===== config.mk =====
export PLATFORM = sky130hd
export DESIGN_NAME = second_order_lowpass_biquad_unit
export DESIGN_NICKNAME = d
export VERILOG_FILES = /design/src/hw/rtl/bqd_pkg.sv /design/src/hw/rtl/bqd_regs.sv /design/src/hw/rtl/bqd_mac.sv /design/src/hw/rtl/second_order_lowpass_biquad_unit.sv
export VERILOG_INCLUDE_DIRS = /design/src /design/src/hw/rtl
export SDC_FILE = /design/constraint.sdc
export NUM_CORES = 1
export LEC_CHECK = 0
export BUFFER_PORTS_ARGS = -buffer_cell sky130_fd_sc_hd__buf_2
export CAP_MARGIN = 10
export CELL_PAD_IN_SITES_DETAIL_PLACEMENT = 0
export CELL_PAD_IN_SITES_GLOBAL_PLACEMENT = 1
export CORE_UTILIZATION = 40
export CTS_CLUSTER_SIZE = 20
export DETAILED_ROUTE_END_ITERATION = 10
export GPL_TIMING_DRIVEN = 0
export PLACE_DENSITY = 0.65
export SLEW_MARGIN = 20
export SYNTH_ARGS = -nofsm -noshare
export SYNTH_HDL_FRONTEND = slang
export SYNTH_SLANG_ARGS = --single-unit

===== constraint.sdc =====
create_clock -name clk_i -period 16 [get_ports clk_i]
set_clock_uncertainty 0.1 [all_clocks]
set_input_delay 1.6 -clock clk_i [delete_from_list [all_inputs] [get_ports clk_i]]
set_output_delay 1.6 -clock clk_i [all_outputs]
set_load 0.01 [all_outputs]

===== src/hw/rtl/assert_macros.svh =====
// Assertion helpers shared by the biquad RTL.
// Each macro checks one implication on the rising clock edge and is
// disabled while the active-low reset is asserted.
`ifndef ASSERT_MACROS_SVH
`define ASSERT_MACROS_SVH

// Consequent must hold in the same cycle as the antecedent.
`define BQD_ASSERT_NOW(lbl, clk, rst_n, ante, cons) \
  lbl: assert property (@(posedge clk) disable iff (!rst_n) (ante) |-> (cons)) \
    else $error("biquad assertion failed");

// Consequent must hold in the cycle after the antecedent.
`define BQD_ASSERT_NEXT(lbl, clk, rst_n, ante, cons) \
  lbl: assert property (@(posedge clk) disable iff (!rst_n) (ante) |=> (cons)) \
    else $error("biquad assertion failed");

`endif


===== src/hw/rtl/bqd_pkg.sv =====
`timescale 1ns / 1ps
`default_nettype none
// ---------------------------------------------------------------------------
// Biquad filter package
// Shared constants, register indexes and the control structs passed between
// the sequencer and the bit-serial multiply-accumulate unit.
// ---------------------------------------------------------------------------
package bqd_pkg;

  // Default widths of the sample and of the coefficient fraction.
  localparam int SAMPLE_BITS_DEF    = 16;
  localparam int COEF_FRAC_BITS_DEF = 16;

  // Minimum width of a delay element (signed, fraction included).
  localparam int DELAY_BITS = 40;

  // Register port widths.
  localparam int APB_ADDR_W = 4;
  localparam int APB_DATA_W = 32;

  // Register indexes (word addresses on the register port).
  typedef enum logic [1:0] {
    REG_ENABLE = 2'd0,
    REG_B0     = 2'd1,
    REG_A1     = 2'd2,
    REG_A2     = 2'd3
  } reg_idx_e;

  // Command to the multiply-accumulate unit.
  typedef struct packed {
    logic start;     // load operands and begin a product
    logic load_acc;  // preset the accumulator with the init value
    logic negate;    // subtract the product instead of adding it
    logic is_signed; // multiplier is two's complement
  } mac_cmd_t;

  // Status of the multiply-accumulate unit.
  typedef struct packed {
    logic busy;  // stepping through multiplier bits
    logic done;  // one-cycle pulse: accumulator holds the final sum
  } mac_sts_t;

endpackage
`default_nettype wire


===== src/hw/rtl/bqd_regs.sv =====
`timescale 1ns / 1ps
`default_nettype none
// ---------------------------------------------------------------------------
// Biquad configuration registers
// APB-style register file holding the enable bit, unsigned Q1.F b0 and Q2.F
// a1 and a2. Writes complete in the access phase; pready is always high.
// ---------------------------------------------------------------------------
module bqd_regs #(
  parameter int COEF_FRAC_BITS = bqd_pkg::COEF_FRAC_BITS_DEF
) (
  input  wire logic                            clk_i,
  input  wire logic                            rst_ni,
  input  wire logic                            psel_i,
  input  wire logic                            penable_i,
  input  wire logic                            pwrite_i,
  input  wire logic [bqd_pkg::APB_ADDR_W-1:0]  paddr_i,
  input  wire logic [bqd_pkg::APB_DATA_W-1:0]  pwdata_i,
  output logic      [bqd_pkg::APB_DATA_W-1:0]  prdata_o,
  output logic                                 pready_o,
  output logic                                 enable_o,
  output logic      [COEF_FRAC_BITS:0]         coef_b0_o,
  output logic      [COEF_FRAC_BITS+1:0]       coef_a1_o,
  output logic      [COEF_FRAC_BITS+1:0]       coef_a2_o
);
  import bqd_pkg::*;

  localparam int B0_W = COEF_FRAC_BITS + 1;
  localparam int A_W  = COEF_FRAC_BITS + 2;

  logic             enable_q;
  logic [B0_W-1:0]  coef_b0_q;
  logic [A_W-1:0]   coef_a1_q;
  logic [A_W-1:0]   coef_a2_q;
  logic             wr_en;
  reg_idx_e         reg_idx;

  assign wr_en   = psel_i & penable_i & pwrite_i;
  assign reg_idx = reg_idx_e'(paddr_i[APB_ADDR_W-1:2]);

  // Register writes.
  always_ff @(posedge clk_i or negedge rst_ni) begin
    if (!rst_ni) begin
      enable_q  <= 1'b0;
      coef_b0_q <= '0;
      coef_a1_q <= '0;
      coef_a2_q <= '0;
    end else if (wr_en) begin
      case (reg_idx)
        REG_ENABLE: enable_q  <= pwdata_i[0];
        REG_B0:     coef_b0_q <= pwdata_i[B0_W-1:0];
        REG_A1:     coef_a1_q <= pwdata_i[A_W-1:0];
        REG_A2:     coef_a2_q <= pwdata_i[A_W-1:0];
        default: ;
      endcase
    end
  end

  // Read mux; signed coefficients read back sign-extended.
  always_comb begin
    case (reg_idx)
      REG_ENABLE: prdata_o = {{(APB_DATA_W-1){1'b0}}, enable_q};
      REG_B0:     prdata_o = {{(APB_DATA_W-B0_W){1'b0}}, coef_b0_q};
      REG_A1:     prdata_o = {{(APB_DATA_W-A_W){coef_a1_q[A_W-1]}}, coef_a1_q};
      REG_A2:     prdata_o = {{(APB_DATA_W-A_W){coef_a2_q[A_W-1]}}, coef_a2_q};
      default:    prdata_o = '0;
    endcase
  end

  assign pready_o  = 1'b1;
  assign enable_o  = enable_q;
  assign coef_b0_o = coef_b0_q;
  assign coef_a1_o = coef_a1_q;
  assign coef_a2_o = coef_a2_q;

endmodule
`default_nettype wire


===== src/hw/rtl/bqd_mac.sv =====
`timescale 1ns / 1ps
`default_nettype none
`include "assert_macros.svh"
// ---------------------------------------------------------------------------
// Bit-serial multiply-accumulate unit
// Shifts the multiplier out one bit per cycle, LSB first, and adds or
// subtracts the left-shifting multiplicand into a wide accumulator.
// ---------------------------------------------------------------------------
module bqd_mac #(
  parameter int ACC_W   = 60,
  parameter int MCAND_W = 42,
  parameter int MULT_W  = 18
) (
  input  wire logic              clk_i,
  input  wire logic              rst_ni,
  input  wire bqd_pkg::mac_cmd_t cmd_i,
  input  wire logic [ACC_W-1:0]  acc_init_i,
  input  wire logic [MCAND_W-1:0] mcand_i,
  input  wire logic [MULT_W-1:0] mult_i,
  output bqd_pkg::mac_sts_t      sts_o,
  output logic      [ACC_W-1:0]  acc_o
);
  import bqd_pkg::*;

  localparam int CNT_W = $clog2(MULT_W + 1);

  logic [ACC_W-1:0]  acc_q;
  logic [ACC_W-1:0]  mcand_q;
  logic [MULT_W-1:0] mult_q;
  logic [CNT_W-1:0]  cnt_q;
  logic              busy_q;
  logic              done_q;
  logic              negate_q;
  logic              signed_q;

  logic              last;
  logic              sub;
  logic [ACC_W-1:0]  addend;
  logic [ACC_W-1:0]  acc_d;

  // One partial product per cycle. The top bit of a signed multiplier
  // carries negative weight, which flips add and subtract.
  always_comb begin
    last   = (cnt_q == CNT_W'(1));
    sub    = mult_q[0] & (negate_q ^ (signed_q & last));
    addend = mult_q[0] ? (sub ? ~mcand_q : mcand_q) : '0;
    acc_d  = acc_q + addend + {{(ACC_W-1){1'b0}}, sub};
  end

  // Operand load and stepping.
  always_ff @(posedge clk_i or negedge rst_ni) begin
    if (!rst_ni) begin
      cnt_q    <= '0;
      busy_q   <= 1'b0;
      done_q   <= 1'b0;
      negate_q <= 1'b0;
      signed_q <= 1'b0;
    end else begin
      done_q <= 1'b0;
      if (cmd_i.start) begin
        mcand_q  <= {{(ACC_W-MCAND_W){mcand_i[MCAND_W-1]}}, mcand_i};
        mult_q   <= mult_i;
        cnt_q    <= CNT_W'(MULT_W);
        busy_q   <= 1'b1;
        negate_q <= cmd_i.negate;
        signed_q <= cmd_i.is_signed;
        if (cmd_i.load_acc) begin
          acc_q <= acc_init_i;
        end
      end else if (busy_q) begin
        acc_q   <= acc_d;
        mcand_q <= {mcand_q[ACC_W-2:0], 1'b0};
        mult_q  <= {1'b0, mult_q[MULT_W-1:1]};
        cnt_q   <= cnt_q - CNT_W'(1);
        if (last) begin
          busy_q <= 1'b0;
          done_q <= 1'b1;
        end
      end
    end
  end

  assign sts_o.busy = busy_q;
  assign sts_o.done = done_q;
  assign acc_o      = acc_q;

  // A new product is only started once the previous one has finished.
  `BQD_ASSERT_NOW(a_start_when_idle, clk_i, rst_ni, cmd_i.start, !busy_q)
  // The bit counter never runs out while the unit is busy.
  `BQD_ASSERT_NOW(a_busy_has_bits, clk_i, rst_ni, busy_q, cnt_q != '0)
  // The final step is followed by exactly the done pulse.
  `BQD_ASSERT_NEXT(a_done_after_last, clk_i, rst_ni, busy_q && last, done_q && !busy_q)

endmodule
`default_nettype wire


===== src/hw/rtl/second_order_lowpass_biquad_unit.sv =====
`timescale 1ns / 1ps
`default_nettype none
`include "assert_macros.svh"
// ---------------------------------------------------------------------------
// Second-order low-pass biquad unit
// Two-pole low-pass filter in direct form II with Q2.F feedback coefficients,
// a Q1.F b0, a bit-serial shared multiplier and an APB register port.
// ---------------------------------------------------------------------------
// With the filter enabled, each sample item goes through three products on
// one bit-serial multiplier that retires one coefficient bit per cycle:
// a1*w1, a2*w2 and b0*(w0+2w1+w2). The next item is accepted only once the
// result has been handed to the output register; with the filter disabled
// the sample is passed through unchanged. A new item is accepted while the
// previous result still waits in the output register. b1 = 2*b0 and b2 = b0
// are implied. A new delay value that does not fit its register is replaced
// by the sample scaled to Q.F; the output is rounded half up and saturated to
// SAMPLE_BITS. Registers: enable at 0x0, b0 at 0x4, a1 at 0x8, a2 at 0xC;
// write them only while the unit is idle.
// ---------------------------------------------------------------------------
module second_order_lowpass_biquad_unit #(
  parameter int SAMPLE_BITS    = bqd_pkg::SAMPLE_BITS_DEF,
  parameter int COEF_FRAC_BITS = bqd_pkg::COEF_FRAC_BITS_DEF
) (
  input  wire logic                                 clk_i,
  input  wire logic                                 rst_ni,
  // Sample items in.
  input  wire logic                                 s_axis_tvalid,
  output logic                                      s_axis_tready,
  input  wire logic [((SAMPLE_BITS+7)/8)*8-1:0]     s_axis_tdata,  // [SAMPLE_BITS-1:0] sample
  // Filtered items out.
  output logic                                      m_axis_tvalid,
  input  wire logic                                 m_axis_tready,
  output logic      [((SAMPLE_BITS+7)/8)*8-1:0]     m_axis_tdata,  // [SAMPLE_BITS-1:0] filtered
  // Register port.
  input  wire logic                                 psel,
  input  wire logic                                 penable,
  input  wire logic                                 pwrite,
  input  wire logic [bqd_pkg::APB_ADDR_W-1:0]       paddr,
  input  wire logic [bqd_pkg::APB_DATA_W-1:0]       pwdata,
  output logic      [bqd_pkg::APB_DATA_W-1:0]       prdata,
  output logic                                      pready
);
  import bqd_pkg::*;

  localparam int F       = COEF_FRAC_BITS;
  localparam int S       = SAMPLE_BITS;
  localparam int TDATA_W = ((S + 7) / 8) * 8;
  localparam int B0_W    = F + 1;
  localparam int A_W     = F + 2;
  localparam int DELAY_W = (S + F + 1 > DELAY_BITS) ? S + F + 1 : DELAY_BITS;
  localparam int SUM_W   = DELAY_W + 2;
  localparam int ACC_W   = (DELAY_W + F + 4 > S + 2 * F + 2) ?
                           DELAY_W + F + 4 : S + 2 * F + 2;
  localparam int Q1_W    = ACC_W - F;
  localparam int Q2_W    = ACC_W - 2 * F;

  localparam logic [ACC_W-1:0] HALF1 = {{(ACC_W-1){1'b0}}, 1'b1} << (F - 1);
  localparam logic [ACC_W-1:0] HALF2 = {{(ACC_W-1){1'b0}}, 1'b1} << (2 * F - 1);
  localparam logic [S-1:0]     SMAX  = {1'b0, {(S-1){1'b1}}};
  localparam logic [S-1:0]     SMIN  = {1'b1, {(S-1){1'b0}}};

  typedef enum logic [2:0] {
    ST_IDLE,
    ST_MUL1,
    ST_MUL2,
    ST_ROUND1,
    ST_SUM,
    ST_MUL3,
    ST_ROUND2,
    ST_OUT
  } state_e;

  state_e             state_q;
  logic [S-1:0]       sample_q;
  logic [DELAY_W-1:0] w0_q;
  logic [DELAY_W-1:0] w1_q;
  logic [DELAY_W-1:0] w2_q;
  logic [S-1:0]       res_q;
  logic               out_valid_q;
  logic [S-1:0]       out_data_q;

  logic               cfg_enable;
  logic [B0_W-1:0]    cfg_b0;
  logic [A_W-1:0]     cfg_a1;
  logic [A_W-1:0]     cfg_a2;

  mac_cmd_t           mac_cmd;
  mac_sts_t           mac_sts;
  logic [ACC_W-1:0]   mac_acc_init;
  logic [SUM_W-1:0]   mac_mcand;
  logic [A_W-1:0]     mac_mult;
  logic [ACC_W-1:0]   mac_acc;

  logic               in_acc;
  logic [S-1:0]       x_in;
  logic [Q2_W-1:0]    x_top;
  logic [SUM_W-1:0]   w0_ext;
  logic [SUM_W-1:0]   w1_ext;
  logic [SUM_W-1:0]   w2_ext;
  logic [SUM_W-1:0]   tap_sum;
  logic [ACC_W-1:0]   rnd1;
  logic [Q1_W-1:0]    q1;
  logic               fits1;
  logic [DELAY_W-1:0] x_scaled;
  logic [DELAY_W-1:0] w0_d;
  logic [ACC_W-1:0]   rnd2;
  logic [Q2_W-1:0]    q2;
  logic               fits2;
  logic [S-1:0]       y_d;
  logic               in_mul;

  // Register file.
  bqd_regs #(
    .COEF_FRAC_BITS (COEF_FRAC_BITS)
  ) u_regs (
    .clk_i     (clk_i),
    .rst_ni    (rst_ni),
    .psel_i    (psel),
    .penable_i (penable),
    .pwrite_i  (pwrite),
    .paddr_i   (paddr),
    .pwdata_i  (pwdata),
    .prdata_o  (prdata),
    .pready_o  (pready),
    .enable_o  (cfg_enable),
    .coef_b0_o (cfg_b0),
    .coef_a1_o (cfg_a1),
    .coef_a2_o (cfg_a2)
  );

  // Shared bit-serial multiplier.
  bqd_mac #(
    .ACC_W   (ACC_W),
    .MCAND_W (SUM_W),
    .MULT_W  (A_W)
  ) u_mac (
    .clk_i      (clk_i),
    .rst_ni     (rst_ni),
    .cmd_i      (mac_cmd),
    .acc_init_i (mac_acc_init),
    .mcand_i    (mac_mcand),
    .mult_i     (mac_mult),
    .sts_o      (mac_sts),
    .acc_o      (mac_acc)
  );

  assign s_axis_tready = (state_q == ST_IDLE);
  assign in_acc        = s_axis_tvalid & s_axis_tready;
  assign x_in          = s_axis_tdata[S-1:0];
  assign x_top         = {{(Q2_W-S){x_in[S-1]}}, x_in};

  // Delay taps sign-extended to the tap-sum width.
  assign w0_ext  = {{2{w0_q[DELAY_W-1]}}, w0_q};
  assign w1_ext  = {{2{w1_q[DELAY_W-1]}}, w1_q};
  assign w2_ext  = {{2{w2_q[DELAY_W-1]}}, w2_q};
  assign tap_sum = w0_ext + {w1_ext[SUM_W-2:0], 1'b0} + w2_ext;

  // New delay value: round to Q.F, fall back to the scaled sample if it
  // does not fit the delay register.
  always_comb begin
    rnd1     = mac_acc + HALF1;
    q1       = rnd1[ACC_W-1:F];
    fits1    = (&q1[Q1_W-1:DELAY_W-1]) | ~(|q1[Q1_W-1:DELAY_W-1]);
    x_scaled = {{(DELAY_W-S-F){sample_q[S-1]}}, sample_q, {F{1'b0}}};
    w0_d     = fits1 ? q1[DELAY_W-1:0] : x_scaled;
  end

  // Output: round to an integer and saturate.
  always_comb begin
    rnd2  = mac_acc + HALF2;
    q2    = rnd2[ACC_W-1:2*F];
    fits2 = (&q2[Q2_W-1:S-1]) | ~(|q2[Q2_W-1:S-1]);
    y_d   = fits2 ? q2[S-1:0] : (q2[Q2_W-1] ? SMIN : SMAX);
  end

  // Multiplier commands: -a1*w1 on top of x<<2F, then -a2*w2, then b0*taps.
  always_comb begin
    mac_cmd      = '0;
    mac_acc_init = '0;
    mac_mcand    = '0;
    mac_mult     = '0;
    case (state_q)
      ST_IDLE: begin
        if (in_acc && cfg_enable) begin
          mac_cmd.start     = 1'b1;
          mac_cmd.load_acc  = 1'b1;
          mac_cmd.negate    = 1'b1;
          mac_cmd.is_signed = 1'b1;
          mac_acc_init      = {x_top, {(2*F){1'b0}}};
          mac_mcand         = w1_ext;
          mac_mult          = cfg_a1;
        end
      end
      ST_MUL1: begin
        if (mac_sts.done) begin
          mac_cmd.start     = 1'b1;
          mac_cmd.negate    = 1'b1;
          mac_cmd.is_signed = 1'b1;
          mac_mcand         = w2_ext;
          mac_mult          = cfg_a2;
        end
      end
      ST_SUM: begin
        mac_cmd.start    = 1'b1;
        mac_cmd.load_acc = 1'b1;
        mac_mcand        = tap_sum;
        mac_mult         = {1'b0, cfg_b0};
      end
      default: ;
    endcase
  end

  // Sequencer, delay line and output register.
  always_ff @(posedge clk_i or negedge rst_ni) begin
    if (!rst_ni) begin
      state_q     <= ST_IDLE;
      w1_q        <= '0;
      w2_q        <= '0;
      out_valid_q <= 1'b0;
    end else begin
      // In the output state the handover below decides the valid flag.
      if (out_valid_q && m_axis_tready && (state_q != ST_OUT)) begin
        out_valid_q <= 1'b0;
      end
      case (state_q)
        ST_IDLE: begin
          if (in_acc) begin
            sample_q <= x_in;
            if (cfg_enable) begin
              state_q <= ST_MUL1;
            end else begin
              res_q   <= x_in;
              state_q <= ST_OUT;
            end
          end
        end
        ST_MUL1: begin
          if (mac_sts.done) begin
            state_q <= ST_MUL2;
          end
        end
        ST_MUL2: begin
          if (mac_sts.done) begin
            state_q <= ST_ROUND1;
          end
        end
        ST_ROUND1: begin
          w0_q    <= w0_d;
          state_q <= ST_SUM;
        end
        ST_SUM: begin
          state_q <= ST_MUL3;
        end
        ST_MUL3: begin
          if (mac_sts.done) begin
            state_q <= ST_ROUND2;
          end
        end
        ST_ROUND2: begin
          res_q   <= y_d;
          w2_q    <= w1_q;
          w1_q    <= w0_q;
          state_q <= ST_OUT;
        end
        ST_OUT: begin
          if (!out_valid_q || m_axis_tready) begin
            out_valid_q <= 1'b1;
            out_data_q  <= res_q;
            state_q     <= ST_IDLE;
          end
        end
        default: begin
          state_q <= ST_IDLE;
        end
      endcase
    end
  end

  assign m_axis_tvalid = out_valid_q;
  assign m_axis_tdata  = {{(TDATA_W-S){1'b0}}, out_data_q};

  assign in_mul = (state_q == ST_MUL1) || (state_q == ST_MUL2) || (state_q == ST_MUL3);

  // The multiplier only reports completion while a product is expected.
  `BQD_ASSERT_NOW(a_done_in_mul, clk_i, rst_ni, mac_sts.done, in_mul)
  // The multiplier is quiet whenever the sequencer is not using it.
  `BQD_ASSERT_NOW(a_mac_quiet, clk_i, rst_ni, state_q == ST_IDLE || state_q == ST_OUT, !mac_sts.busy)
  // A bypassed item goes straight to the output stage.
  `BQD_ASSERT_NEXT(a_bypass, clk_i, rst_ni, in_acc && !cfg_enable, state_q == ST_OUT)

endmodule
`default_nettype wire

==> results.json <==
{
  "end_kind": "flip-flop",
  "critPathKind": "flip-flop to flip-flop",
  "hold_path_end": "m_axis_tdata[8]",
  "drcViolationCount": 0,
  "p_leak_uw": 0.0115,
  "wl_um": 77200,
  "routedWlPerCell_um": 22.7,
  "post-route-min-period_ns": 7.89,
  "fillerInstances": 5722,
  "required_ns": 16.24,
  "rsz0062_at_grt": "no",
  "setup_violations": 0,
  "hold_class": "flip-flop to flip-flop",
  "syn_nets": 2649,
  "syn_area_per_cell_um2": 9.82,
  "ys_ff_latch": 372,
  "worstReg2RegStart": "u_mac.cnt_q[1]",
  "r2r_setup_slack_ns": 8.11,
  "cts.repair.resized": 0,
  "syn_area_um2": 24000,
  "hpwl_um": 58400,
  "tritoncts": "built",
  "fmax_mhz": 127,
  "syn_inst": 2440,
  "power_density_nw_per_um2": 127,
  "post-route-period-util": 0.493,
  "cts.sinks": 372,
  "h-tree-depth": 2,
  "grt_busiest_layer": "met2",
  "dr.pass1.iters": 6,
  "dieWidth_um": 247,
  "grt_use_met3": 0.0304,
  "async_flop_share": 0.392,
  "grt_pass1_vias": 18800,
  "drt_iter0_drc": 1715,
  "synth_edf_count": 226,
  "core_um2": 59100,
  "root_buffer": "clkbuf_16",
  "diodes": 0,
  "via_per_inst": 5.67,
  "r2r_cells": 22,
  "clock_latency_ns": 0.62,
  "grt_util_met2": 0.407,
  "groute.layer.met1.usage": 0.359,
  "initial_core_util": 0.405,
  "die-area_um2": 60900,
  "peakVddDrop_v": 0.0000794,
  "num_vias": 19300,
  "cts_buffer_depth": 3,
  "ys_seq_area_frac": 0.436,
  "crit_fanout": 10,
  "worstMarginPinSlew_ns": 1.13,
  "drv_cap": 0,
  "reg2reg_to": "u_mac.acc_o[58]",
  "synth_cell_type_count": 78,
  "cp.arrival_ns": 8.13,
  "globalplace.congestion": 0.912,
  "hold_viol": 0,
  "synthFlopType": "edfxtp_1",
  "min_path_cells": 0,
  "hold_buffers": 0,
  "grtUsageTotal": 0.254,
  "top_level_ports": 110,
  "yosys_warnings": 0,
  "status": "complete, no violations",
  "die_y_um": 247,
  "rows": 89,
  "slew_headroom": 0.243,
  "clk_transition_reported_paths_ns": 0.06,
  "cp-start-kind": "flip-flop",
  "hold_start": "res_q[8]",
  "setup_slack_ns": 8.11,
  "post-cts-setup-buffer-count": 0,
  "cts_buffers": 46,
  "grt_max_degree": 81,
  "final.setup.tns_ns": 0,
  "overflow": 0,
  "nNetsFinal": 2800,
  "place_ws_ns": 8.11,
  "antenna_found_initial": 2,
  "grt_pass1_wl_um": 117000,
  "maxSlewViolCount": 0,
  "final_antenna_net_count": 0,
  "drive_above_1_share": 0.113,
  "area_growth_pct": 13.7,
  "io_buffer_count": 91
}
[layer usage]
layer | part of all wire | routed length [um]
met1 | 0.47 | 36000
met2 | 0.46 | 35700
met3 | 0.046 | 3520
met4 | 0.026 | 1970
met5 | 0 | 0
[cell usage after synthesis, drive strengths merged (44+ instances only)]
cell / n / area, um^2
mux2: 92 / 1040
nor2: 160 / 601
edfxtp: 226 / 6790
a222oi: 53 / 531
dfrtp: 146 / 3650
ha: 107 / 1340
clkbuf: 117 / 439
nand2: 458 / 1720
and2: 67 / 419
xnor2: 151 / 1320
xor2: 73 / 639
a21oi: 161 / 806
a21o: 44 / 330
o21ai: 111 / 556
[layout by cell type (no fill, tap or decap), drive strengths merged, types with 7 or more instances in the layout]
cell type  netlist  routed
buf             34     137
a21o            44      44
a211oi           7       7
nor3            24      24
a21boi           8       8
o31ai           10      10
nand4           43      43
a22o            18      18
and2            67      67
a21oi          161     161
and4             8       8
a31oi           17      17
nand3           41      41
clkinv           0      17
edfxtp         226     226
o211ai           8       8
bufinv           0       7
xnor2          151     151
o22a            17      17
nor2           160     160
nand2          458     458
ha             107     107
nor4            12      12
clkbuf         117     172
a222oi          53      53
mux2            92      92
and3            21      21
o21a            14      14
o21ai          111     111
inv             38      41
fa              43      43
xor2            73      73
dfrtp          146     146
nor2b           13      13
o21bai          17      17
nand2b           7       7
[cells by family (layout without fill, tap and decap cells)]
| family | after synthesis | after routing | synth area share |
|---|---|---|---|
| buf+inv | 189 | 377 | 0.0328 |
| xor+xnor | 224 | 224 | 0.0819 |
| mux | 96 | 96 | 0.0454 |
| compound gates | 530 | 530 | 0.147 |
| fa+ha+maj | 150 | 150 | 0.0918 |
| simple gates | 878 | 878 | 0.165 |
| flops | 372 | 372 | 0.436 |
| other cells | 1 | 1 | 0.000157 |
[flip-flops by register name, indices dropped and copies added, names as in the netlist, 17 cells and up]
signal            count
u_mac.acc_o          60
u_mac.mcand_q        60
u_mac.mult_q         18
u_regs.coef_a1_o     18
u_regs.coef_a2_o     18
u_regs.coef_b0_o     17
w0_q                 40
w1_q                 40
w2_q                 40
[how the worst max path moves through the flow]
stage                   startpoint  slack [ns]  cells after the start         endpoint
floorplan            s_axis_tvalid        5.65                      5   u_mac.acc_o[0]
global placement            rst_ni       -2.06                      3   u_mac.acc_o[6]
detailed placement  u_mac.cnt_q[1]        8.11                     22  u_mac.acc_o[58]
CTS                 u_mac.cnt_q[1]        8.13                     22  u_mac.acc_o[58]
global route        u_mac.cnt_q[1]        7.72                     22  u_mac.acc_o[58]
finish              u_mac.cnt_q[1]        8.11                     22  u_mac.acc_o[58]
[stage by stage]
step	total power, uW	hold slack, ns	utilization	area [um^2]	instances
3_3_place_gp	2350	0.318	0.429	25400	3304
6_report	3460	0.319	0.461	27200	3401
3_5_place_dp	2360	0.305	0.434	25700	3316
4_1_cts	3480	0.322	0.461	27200	3401
2_1_floorplan	2050	0.300	-	24000	2440
5_1_grt	3660	0.344	0.461	27200	3401
[power by group]
group          switching (uW)  internal [uW]
combinational             626            416
sequential                135           1180
clock                     451            652
[cell type report]
| cell class | count | area [um^2] | share of cell area |
|---|---|---|---|
| multi-input combinational | 1879 | 12800 | 0.469 |
| inverter | 38 | 143 | 0.00524 |
| clock buffer | 55 | 1190 | 0.0439 |
| sequential | 372 | 10400 | 0.383 |
| buffer | 151 | 644 | 0.0237 |
| clock inverter | 30 | 382 | 0.0140 |
| timing repair buffer | 103 | 702 | 0.0258 |
| tap | 773 | 967 | 0.0355 |
[critical path, stage by stage, from the launching register on]
cell       delay (ns)
dfrtp_1          0.39
inv_1            0.08
ha_1             0.13
or4b_2           0.59
clkbuf_1         0.15
nand2_1          0.45
buf_1            0.57
buf_1            0.57
xnor2_1          0.24
nand2_1          0.13
fa_1             0.25
inv_1            0.07
fa_1             0.41
a21oi_1          0.26
o21ai_1          0.14
a2111oi_0        0.60
o41ai_1          0.30
a211oi_1         0.90
o21ai_1          0.34
or2_2            0.42
o21ai_0          0.31
xor2_1           0.17
o21ai_0          0.08
(Power assumes the default switching activity.)
